### src/rtl/rsd_pkg.sv
package rsd_pkg;

  localparam int unsigned SCREEN_W  = 240;
  localparam int unsigned SCREEN_H  = 160;
  localparam int unsigned MIN_WIDTH = 8;

  localparam int unsigned WORD_W  = 16;
  localparam int unsigned ADDR_W  = 16;
  localparam int unsigned CNT_W   = 8;
  localparam int unsigned COLOR_W = 15;
  localparam int unsigned CFG_W   = 8;
  localparam int unsigned CFG_IDX_W = 2;
  localparam int unsigned OUT_DATA_W = 40;

  localparam int unsigned OPAQUE_BIT = 15;

  localparam logic [CFG_W-1:0] WIDTH_RESET  = CFG_W'(32);
  localparam logic [CFG_W-1:0] HEIGHT_RESET = CFG_W'(32);

  typedef enum logic [CFG_IDX_W-1:0] {
    REG_ORIGIN_X      = 2'd0,
    REG_ORIGIN_Y      = 2'd1,
    REG_SPRITE_WIDTH  = 2'd2,
    REG_SPRITE_HEIGHT = 2'd3
  } reg_idx_t;

  typedef enum logic [1:0] {
    PHASE_HEADER = 2'd0,
    PHASE_FIRST  = 2'd1,
    PHASE_SECOND = 2'd2,
    PHASE_UNUSED = 2'd3
  } phase_t;

  typedef enum logic {
    ST_IDLE = 1'b0,
    ST_RUN  = 1'b1
  } state_t;

  typedef struct packed {
    logic load;
    logic step;
    logic finish;
  } dp_cmd_t;

  typedef struct packed {
    logic hdr_phase;
    logic run_done;
    logic out_free;
  } dp_sts_t;

endpackage

### src/rtl/rsd_ctrl.sv
module rsd_ctrl (
  input  logic             clk,
  input  logic             rst_n,
  input  logic             in_tvalid,
  output logic             in_tready,
  input  rsd_pkg::dp_sts_t sts,
  output rsd_pkg::dp_cmd_t cmd
);

  rsd_pkg::state_t state_r;
  rsd_pkg::state_t state_nxt;
  logic            accept;

  assign accept = in_tvalid && in_tready;

  always_ff @(posedge clk) begin
    if (!rst_n) begin
      state_r <= rsd_pkg::ST_IDLE;
    end else begin
      state_r <= state_nxt;
    end
  end

  always_comb begin
    state_nxt = state_r;
    unique case (state_r)
      rsd_pkg::ST_IDLE: begin
        if (accept && !sts.hdr_phase) begin
          state_nxt = rsd_pkg::ST_RUN;
        end
      end
      rsd_pkg::ST_RUN: begin
        if (sts.run_done) begin
          state_nxt = rsd_pkg::ST_IDLE;
        end
      end
      default: state_nxt = rsd_pkg::ST_IDLE;
    endcase
  end

  always_comb begin
    in_tready  = 1'b0;
    cmd.load   = 1'b0;
    cmd.step   = 1'b0;
    cmd.finish = 1'b0;
    unique case (state_r)
      rsd_pkg::ST_IDLE: begin
        in_tready = 1'b1;
        cmd.load  = in_tvalid;
      end
      rsd_pkg::ST_RUN: begin
        cmd.finish = sts.run_done;
        cmd.step   = !sts.run_done && sts.out_free;
      end
      default: ;
    endcase
  end

endmodule

### src/rtl/rsd_datapath.sv
module rsd_datapath (
  input  logic                               clk,
  input  logic                               rst_n,
  input  logic [rsd_pkg::WORD_W-1:0]         in_word,
  input  logic                               cfg_valid,
  input  logic [rsd_pkg::CFG_IDX_W-1:0]      cfg_index,
  input  logic [rsd_pkg::CFG_W-1:0]          cfg_data,
  input  rsd_pkg::dp_cmd_t                   cmd,
  output rsd_pkg::dp_sts_t                   sts,
  output logic                               out_tvalid,
  input  logic                               out_tready,
  output logic [rsd_pkg::OUT_DATA_W-1:0]     out_tdata,
  output logic                               out_tlast
);

  localparam int unsigned CW = rsd_pkg::CNT_W;
  localparam int unsigned AW = rsd_pkg::ADDR_W;

  logic [rsd_pkg::CFG_W-1:0] origin_x_r, origin_y_r, width_r, height_r;

  rsd_pkg::phase_t phase_r;
  logic [CW-1:0]   first_cnt_r, second_cnt_r;
  logic [CW-1:0]   col_r, row_r;
  logic [CW-1:0]   cnt_r;
  logic [rsd_pkg::COLOR_W-1:0] color_r;
  logic            opaque_r;
  logic            grp_end_r;

  logic                        out_valid_r;
  logic [AW-1:0]               seg_addr_r;
  logic [CW-1:0]               seg_len_r;
  logic [rsd_pkg::COLOR_W-1:0] seg_color_r;
  logic                        seg_last_r;

  logic [CW-1:0] w_eff;
  logic          col_over;
  logic [CW-1:0] room;
  logic [CW-1:0] seg;
  logic [CW:0]   col_sum;
  logic [CW-1:0] cnt_nxt;
  logic [CW-1:0] col_nxt;
  logic [CW:0]   row_inc;
  logic [CW-1:0] row_nxt;
  logic          emit;
  logic          seg_last;
  logic [AW-1:0] srow;
  logic [AW-1:0] scol;
  logic [AW-1:0] addr;

  always_comb begin
    w_eff = (width_r < CW'(rsd_pkg::MIN_WIDTH)) ? CW'(rsd_pkg::MIN_WIDTH) : width_r;
    col_over = (col_r >= w_eff);
    room = w_eff - col_r;
    seg  = (cnt_r < room) ? cnt_r : room;
    col_sum = {1'b0, col_r} + {1'b0, seg};
    row_inc = {1'b0, row_r} + (CW+1)'(1);
    if (col_over) begin
      cnt_nxt = cnt_r;
      col_nxt = '0;
      row_nxt = row_inc[CW-1:0];
      emit    = 1'b0;
    end else begin
      cnt_nxt = cnt_r - seg;
      emit    = opaque_r;
      if (col_sum >= {1'b0, w_eff}) begin
        col_nxt = '0;
        row_nxt = row_inc[CW-1:0];
      end else begin
        col_nxt = col_sum[CW-1:0];
        row_nxt = row_r;
      end
    end
    seg_last = (cnt_nxt == '0) || (row_nxt >= height_r);
    srow = AW'(origin_y_r) + AW'(height_r) - AW'(1) - AW'(row_r);
    scol = AW'(origin_x_r) + AW'(col_r);
    addr = AW'(srow * AW'(rsd_pkg::SCREEN_W)) + scol;
  end

  assign sts.hdr_phase = (phase_r != rsd_pkg::PHASE_FIRST) &&
                         (phase_r != rsd_pkg::PHASE_SECOND);
  assign sts.run_done  = (cnt_r == '0) || (row_r >= height_r);
  assign sts.out_free  = !out_valid_r || out_tready;

  always_ff @(posedge clk) begin
    if (!rst_n) begin
      origin_x_r <= '0;
      origin_y_r <= '0;
      width_r    <= rsd_pkg::WIDTH_RESET;
      height_r   <= rsd_pkg::HEIGHT_RESET;
    end else if (cfg_valid) begin
      unique case (rsd_pkg::reg_idx_t'(cfg_index))
        rsd_pkg::REG_ORIGIN_X:      origin_x_r <= cfg_data;
        rsd_pkg::REG_ORIGIN_Y:      origin_y_r <= cfg_data;
        rsd_pkg::REG_SPRITE_WIDTH:  width_r    <= cfg_data;
        rsd_pkg::REG_SPRITE_HEIGHT: height_r   <= cfg_data;
        default: ;
      endcase
    end
  end

  always_ff @(posedge clk) begin
    if (!rst_n) begin
      phase_r      <= rsd_pkg::PHASE_HEADER;
      first_cnt_r  <= '0;
      second_cnt_r <= '0;
      col_r        <= '0;
      row_r        <= '0;
      cnt_r        <= '0;
      grp_end_r    <= 1'b0;
    end else begin
      if (cmd.load) begin
        unique case (phase_r)
          rsd_pkg::PHASE_FIRST: begin
            cnt_r     <= first_cnt_r;
            grp_end_r <= 1'b0;
            phase_r   <= rsd_pkg::PHASE_SECOND;
          end
          rsd_pkg::PHASE_SECOND: begin
            cnt_r     <= second_cnt_r;
            grp_end_r <= 1'b1;
            phase_r   <= rsd_pkg::PHASE_HEADER;
          end
          default: begin
            first_cnt_r  <= in_word[2*CW-1:CW];
            second_cnt_r <= in_word[CW-1:0];
            phase_r      <= rsd_pkg::PHASE_FIRST;
          end
        endcase
      end
      if (cmd.step) begin
        cnt_r <= cnt_nxt;
        col_r <= col_nxt;
        row_r <= row_nxt;
      end
      if (cmd.finish && grp_end_r && (row_r >= height_r)) begin
        col_r <= '0;
        row_r <= '0;
      end
    end
  end

  always_ff @(posedge clk) begin
    if (cmd.load) begin
      color_r  <= in_word[rsd_pkg::COLOR_W-1:0];
      opaque_r <= in_word[rsd_pkg::OPAQUE_BIT];
    end
  end

  always_ff @(posedge clk) begin
    if (!rst_n) begin
      out_valid_r <= 1'b0;
    end else if (cmd.step && emit) begin
      out_valid_r <= 1'b1;
    end else if (out_tready) begin
      out_valid_r <= 1'b0;
    end
  end

  always_ff @(posedge clk) begin
    if (cmd.step && emit) begin
      seg_addr_r  <= addr;
      seg_len_r   <= seg;
      seg_color_r <= color_r;
      seg_last_r  <= seg_last;
    end
  end

  assign out_tvalid = out_valid_r;
  assign out_tdata  = {1'b0, seg_color_r, seg_len_r, seg_addr_r};
  assign out_tlast  = seg_last_r;

endmodule

### src/rtl/rle_sprite_run_decoder.sv
// Run-length sprite decoder. Takes 16-bit coded words (header, colour, colour) and
// emits framebuffer fill segments, each clipped to one sprite row, rows placed bottom-up
// from the configured origin. A header word is taken while idle. A colour word is loaded,
// then the segment sequencer takes one step per row touched by the run (plus one if the
// width was lowered mid-sprite), each step waiting while the result side stalls a
// segment in the output register, and a closing step returns to idle. Configuration
// is taken at any time; write it only while the block is idle.
module rle_sprite_run_decoder (
  input  logic                                 clk,
  input  logic                                 rst_n,
  input  logic                                 in_tvalid,
  output logic                                 in_tready,
  input  logic [rsd_pkg::WORD_W-1:0]           in_tdata,   // [15:0] data_word
  output logic                                 out_tvalid,
  input  logic                                 out_tready,
  // [15:0] segment_address, [23:16] segment_length, [38:24] fill_color, [39] zero
  output logic [rsd_pkg::OUT_DATA_W-1:0]       out_tdata,
  output logic                                 out_tlast,
  input  logic                                 cfg_valid,
  output logic                                 cfg_ready,
  input  logic [rsd_pkg::CFG_IDX_W-1:0]        cfg_index,
  input  logic [rsd_pkg::CFG_W-1:0]            cfg_data
);

  rsd_pkg::dp_cmd_t cmd;
  rsd_pkg::dp_sts_t sts;

  assign cfg_ready = 1'b1;

  rsd_ctrl u_ctrl (
    .clk       (clk),
    .rst_n     (rst_n),
    .in_tvalid (in_tvalid),
    .in_tready (in_tready),
    .sts       (sts),
    .cmd       (cmd)
  );

  rsd_datapath u_datapath (
    .clk        (clk),
    .rst_n      (rst_n),
    .in_word    (in_tdata),
    .cfg_valid  (cfg_valid),
    .cfg_index  (cfg_index),
    .cfg_data   (cfg_data),
    .cmd        (cmd),
    .sts        (sts),
    .out_tvalid (out_tvalid),
    .out_tready (out_tready),
    .out_tdata  (out_tdata),
    .out_tlast  (out_tlast)
  );

endmodule

### config.mk
export PLATFORM = sky130hd
export DESIGN_NAME = rle_sprite_run_decoder
export DESIGN_NICKNAME = d
export VERILOG_FILES = /design/src/rtl/rsd_pkg.sv /design/src/rtl/rsd_ctrl.sv /design/src/rtl/rsd_datapath.sv /design/src/rtl/rle_sprite_run_decoder.sv
export SDC_FILE = /design/constraint.sdc
export NUM_CORES = 1
export LEC_CHECK = 0
export ABC_AREA = 1
export BUFFER_PORTS_ARGS = -buffer_cell sky130_fd_sc_hd__buf_2
export CORE_MARGIN = 10
export CORE_UTILIZATION = 55
export DETAILED_ROUTE_END_ITERATION = 7
export PLACE_DENSITY = 0.74
export SLEW_MARGIN = 5
export SYNTH_ARGS = -nofsm -noshare
export SYNTH_HDL_FRONTEND = slang
export SYNTH_HIERARCHICAL = 1
export SYNTH_SLANG_ARGS = --single-unit
### constraint.sdc
create_clock -name clk -period 14.5 [get_ports clk]
set_input_delay 0.725 -clock clk [delete_from_list [all_inputs] [get_ports clk]]
set_output_delay 0.725 -clock clk [all_outputs]
set_load 0.02 [all_outputs]
Yosys cells after proc, flatten, opt, wreduce, memory -nomap -nowiden
Cells that the tools add are included.
- bits of input ports: 31
- output and inout bits: 44
- flip-flop bits (word level): 133
- add/sub/neg operators: 9
- bitwise gates (word level): 3
- $lt $le $gt $ge: 6
- equality and inequality tests: 7
- mux-type cells: 21
- multipliers: 1
- reductions and logical operators: 29
- operators with widths (cell ; number):
    two-way mux 8 bit ; 9
    adder 8 x 8 -> 9 bit ; 3
    greater-or-equal comparator 8 bit ; 3
    adder 16 bit ; 1
    logical NOT 8 bit ; 2
    multiplier 16 x 4 -> 12 bit, second input constant ; 1
    case mux 8 bit (2 select lines) ; 1
    subtractor 16 x 1 -> 16 bit, second input constant ; 1
    subtractor 16 x 8 -> 16 bit ; 1
    subtractor 8 bit ; 2
    AND reduction 2 bit ; 7
    greater-or-equal comparator 9 x 8 -> 1 bit ; 1
    adder 8 x 1 -> 8 bit, second input constant ; 1
    less-than comparator 8 x 4 -> 1 bit, second input constant ; 1
    less-than comparator 8 bit ; 1
    logical AND 1 bit ; 7
    two-way mux 1 bit ; 7
    == test 2 bit, second input constant ; 3
    nonzero test 2 bit ; 3
    == test 2 x 1 -> 1 bit, second input constant ; 2
    case mux 1 bit (2 select lines) ; 2
    case mux 2 bit (2 select lines) ; 1
    OR reduction 2 bit ; 2
    logical NOT 1 bit ; 3
    other kinds (7) ; 11

Logic depth before layout (Yosys ltp)
- word-level depth: 11
- gate-level depth with buffers: 46

Hierarchy
Netlist, hierarchy kept.
- by module, submodules not included (module ; sequential area each (µm²) ; times used ; cells an instance ; area an instance (µm²)):
    rsd_datapath ; 3203.1 ; 1 ; 1137 ; 9152.5
    rsd_ctrl ; 20.0 ; 1 ; 14 ; 77.6
    rle_sprite_run_decoder ; 0.0 ; 1 ; 2 ; 11.3

Worst setup path after synthesis
OpenSTA, ideal clock, no wires.
- path kind: reg2reg
- start: register u_datapath/width_r[7] (netlist name)
- end: register u_datapath.seg_last_r, in the netlist u_datapath/out_tlast (data pin)
- data arrival time: 6.181 ns
- library setup time: 0.263 ns
- stages on the path, launching flop included: 40
- path buffers: 1
- data required time: 14.237 ns
- slack: 8.056 ns
- cells stage by stage: dfxtp_1 nor4_1 nand2_1 nand2_1 inv_1 ha_1 a21oi_1 nand2_1 a31oi_1 xor2_1 ha_1 a21oi_1 nor2_1 nor3_1 nand2_1 inv_1 buf_2 o21ai_0 (+4 left out) nand3_1 nand2_1 xnor2_1 inv_1 ha_1 nand2_1 clkinv_1 nand3_1 o21ai_1 or2_1 a21oi_4 nand3_2 o21a_1 ha_1 a21oi_1 o21ai_0 a211oi_1 o21ai_2
- longest elaborated chain between the ends: 11
- elaborated cells between the ends (all ways): 15
- those cells by class: 3 x add/sub; 5 x order compare; 5 x mux; 2 x reduce/logical
- ends and longest elaborated chain (item ; line ; RTL):
    from (decl) ; rsd_datapath.sv:19 ; logic [rsd_pkg::CFG_W-1:0] origin_x_r, origin_y_r, width_r, height_r;
    from (signal assigned) ; rsd_datapath.sv:88 ; width_r <= rsd_pkg::WIDTH_RESET;
    from (signal assigned) ; rsd_datapath.sv:94 ; rsd_pkg::REG_SPRITE_WIDTH: width_r <= cfg_data;
    less-than comparator 8 x 4 -> 1 bit ; rsd_datapath.sv:51 ; w_eff = (width_r < CW'(rsd_pkg::MIN_WIDTH)) ? CW'(rsd_pkg::MIN_WIDTH) : width_r;
    two-way mux 8 bit (*) ; rsd_datapath.sv:51 ;
    subtractor 8 bit (*) ; rsd_datapath.sv:53 ; room = w_eff - col_r;
    less-than comparator 8 bit ; rsd_datapath.sv:54 ; seg = (cnt_r < room) ? cnt_r : room;
    two-way mux 8 bit (*) ; rsd_datapath.sv:54 ;
    named net u_datapath.seg[0] ; rsd_datapath.sv:38 ; logic [CW-1:0] seg;
    adder 8 x 8 -> 9 bit (*) ; rsd_datapath.sv:55 ; col_sum = {1'b0, col_r} + {1'b0, seg};
    greater-or-equal comparator 9 x 8 -> 1 bit (*) ; rsd_datapath.sv:65 ; if (col_sum >= {1'b0, w_eff}) begin
    two-way mux 8 bit (*) ; rsd_datapath.sv:65 ;
    two-way mux 8 bit (*) ; rsd_datapath.sv:57 ; if (col_over) begin
    named net u_datapath.row_nxt[1] ; rsd_datapath.sv:43 ; logic [CW-1:0] row_nxt;
    greater-or-equal comparator 8 bit (*) ; rsd_datapath.sv:73 ; seg_last = (cnt_nxt == '0) || (row_nxt >= height_r);
    logical OR 1 bit (*) ; rsd_datapath.sv:73 ;
    named net u_datapath.seg_last ; rsd_datapath.sv:45 ; logic seg_last;
    to (signal assigned) ; rsd_datapath.sv:164 ; seg_last_r <= seg_last;
    to (decl) ; rsd_datapath.sv:33 ; logic seg_last_r;
The timed path passes the listed nets; every way through them passes the cells marked *.
A chain may end at the register's enable or synchronous reset.

Worst setup path in the final report
Same ends and word-level chain as after synthesis.

==> impl_summary.txt <==
----------------------------------------------------
[Placement]
  Placer congestion estimate ... 0.903
  Number of I/O port buffers ... 72
  Detail Placement HPWL ... 16700 µm

[Layout]
  Register with the most flip-flops ... u_datapath/seg_addr_r
  Layout area overhead ... 12.0%
  Final layout net count ... 1381
  Proportion of layout cells with a drive suffix above 1 ... 10.3%
  Leading cell type in the layout, fill and taps excluded ... sky130_fd_sc_hd__nand2_1
  Leading cell types in the layout, fill and taps excluded ... sky130_fd_sc_hd__nand2_1 (209), sky130_fd_sc_hd__inv_1 (205), sky130_fd_sc_hd__a21oi_1 (120)
  Registers with the most flip-flops ... u_datapath/seg_addr_r (16), u_datapath/color_r (15), u_datapath/seg_color_r (15)
  Fill cell count ... 1455
  Number of antenna cells inserted ... 0
  Largest register FFs ... 16

[Flow run]
  Max-cap check violation count ... 0

[Yosys]
  Net Count, Synth ... 1315
  Portion of the post-synthesis area used by sequential elements ... 34.9%
  Flop and latch count out of synthesis ... 133
  Distinct cell type count of the synthesized netlist ... 45
  Count of yosys warnings during synthesis ... 6
  Per-instance average area after synthesis ... 8.02 µm²
  Instance count of the mapped netlist ... 1153
  Post-synthesis instance area ... 9240 µm²

[Setup path]
  Launching instance or port of the critical path ... u_datapath/width_r[7]$_SDFFE_PN0P_
  Endpoint required time on the critical path ... 14.67 ns
  Standard cell with the maximum stage delay on the critical path ... sky130_fd_sc_hd__fa_1
  Maximum fanout along the worst path ... 12
  Kind of start point of the critical path ... flop
  Cell type with the highest occurrence count on the critical path ... sky130_fd_sc_hd__nand2_1
  Largest stage delay on the critical path ... 0.53 ns
  Endpoint type of the worst setup path ... flop
  Start-to-end type of the worst setup path ... flop to flop
  Start of the worst register-to-register path ... u_datapath/width_r[7]$_SDFFE_PN0P_
  Endpoint arrival time on the critical path ... 7.40 ns

[Die]
  I/O pin total ... 75
  Area enclosed by the die boundary ... 22400 µm²
  Chip height ... 150 µm
  Effective utilization at floorplan ... 55.9%
  Die extent in x ... 150 µm
  Site row count ... 47
  Std-Cell Core Area ... 16500 µm²

[Timing]
  Fmax ... 138 MHz
  Final hold viol count ... 0
  Slew Limit Headroom ... 43.7%
  Final Slew Violations ... 0
  Final setup fails ... 0
  Post-route clock period utilization ... 49.9%
  Final min period ... 7.24 ns
  Unrepaired setup endpoints after global routing ... false
  Transition time at the pin with the least slew margin ... 0.843 ns
  Worst setup skew after layout ... 0.00911 ns
  Sum of negative setup slack ... 0 ns

[GRT]
  Largest net degree at the start of global routing ... 53
  Number of global-route vias before repair ... 7481
  Residual overflow from global routing ... 0
  All-Layer GR Usage ... 19.8%
  First-pass GRT wire length ... 35700 µm
  Number of antenna violations at the first check in global routing ... 0

[Clocking]
  Clock buffer count from CTS ... 17
  Bufs on Longest Clock Path ... 2
  Clock network latency to the later pin of the worst-skew pair ... 0.42 ns
  Count of H-tree levels built during CTS ... 4
  CTS clk-pin slew, worst paths ... 0.07 ns
  Hold-fix buffer count after cts ... 0
  Root Driver ... sky130_fd_sc_hd__clkbuf_16
  Setup repair bufs after CTS ... 0
  Number of sinks on the clock net ... 133
  TritonCTS clock tree ... done
  Total of cells resized after clock tree synthesis ... 0

[Drt]
  DRC ... 0
  Total length of routed wires ... 21600 µm
  Length of the first detailed-routing pass in iterations ... 5
  Violation count after the first detailed-routing iteration ... 471
  Ratio of routed vias to standard cells ... 5.27
  Residual antenna-violating net count after detailed routing ... 0
  Vias post-DR ... 7651
  Wirelength per Cell ... 14.8 µm

[Min path]
  Min-delay src ... u_datapath/color_r[12]$_DFFE_PP_
  HP Class ... flop to flop

[Run status]
  Result of the run ... complete, no violations

----------------------------------------------------
-- worst paths after layout --
kind              slack (ns)                              endpoint  cells past startpoint
setup reg to reg        7.26        u_datapath/out_tlast$_DFFE_PP_                     36
setup / recovery        7.26        u_datapath/out_tlast$_DFFE_PP_                     36
hold reg to reg         0.42  u_datapath/seg_color_r[12]$_DFFE_PP_                      0
hold / removal          0.42  u_datapath/seg_color_r[12]$_DFFE_PP_                      0
-- metal layers --
metal | GRT usage, % | part of all wire (%) | up-vias
met4 | 6.62 | 1.8 | 0
met3 | 4.11 | 4.3 | 33
li1 | - | - | 3911
met1 | 23.3 | 44 | 3549
met2 | 35.0 | 50 | 158
met5 | 0 | 0 | -
-- cell families (layout without fill, tap and decap cells) --
kind of cell / after synthesis / after routing / share of synthesized area, %
compound gates: 243 / 243 / 14.2
xor+xnor: 49 / 49 / 4.64
fa+ha+maj: 131 / 131 / 19.9
buf+inv: 238 / 317 / 9.92
flops: 133 / 133 / 34.9
other cells: 2 / 2 / 0.0813
simple gates: 357 / 357 / 16.4
-- area by class of cell --
class	count	area, µm²	area share (%)
clock buffer	17	425	4.11
clock inverter	15	154	1.49
inverter	210	788	7.62
multi-input combinational	782	5100	49.3
sequential	133	3220	31.1
tap	220	275	2.66
timing repair buffer	75	383	3.70
-- worst max-delay path: cells and delay by family (launching register included) --
kind | cells | cell delay (ns)
flops | 1 | 0.33
xor+xnor | 2 | 0.40
buf+inv | 3 | 0.36
simple gates | 12 | 1.82
fa+ha+maj | 5 | 1.71
compound gates | 14 | 2.36
-- through the flow --
step	cell area [µm²]	utilization (%)	hold slack [ns]	setup WS, ns	std cells
detailed placement	9770	59.1	0.405	7.29	1420
global placement	9770	59.1	0.402	7.48	1420
floorplan	9240	-	0.400	8.06	1153
finish	10300	62.6	0.420	7.26	1452
CTS	10300	62.6	0.422	7.29	1452
global route	10300	62.6	0.430	6.37	1452
-- Yosys cell counts (all sizes together) --
library cell | n | area [µm²]
o221ai | 1 | 8.76
clkbuf | 23 | 86.3
xor2 | 33 | 289
or2 | 4 | 25.0
edfxtp | 56 | 1680
a211oi | 2 | 15.0
a41o | 1 | 10.0
nor2 | 63 | 236
a21o | 1 | 7.51
a21oi | 122 | 626
a31oi | 5 | 31.3
clkinv | 1 | 3.75
o211ai | 6 | 50.1
nand3 | 47 | 245
inv | 209 | 785
conb | 2 | 7.51
nor4 | 3 | 18.8
o21bai | 6 | 45.0
fa | 27 | 541
nand3b | 2 | 15.0
o2111ai | 1 | 8.76
nand2b | 1 | 6.26
o21a | 2 | 15.0
nand4 | 15 | 93.8
ha | 104 | 1300
dfxtp | 77 | 1540
xnor2 | 16 | 140
o21ai | 96 | 492
nor3 | 8 | 56.3
nor3b | 1 | 7.51
buf | 5 | 42.5
nand2 | 213 | 810
Power is not shown: default switching activity piles up to over one toggle a cycle in this logic, so the estimate is an artifact.
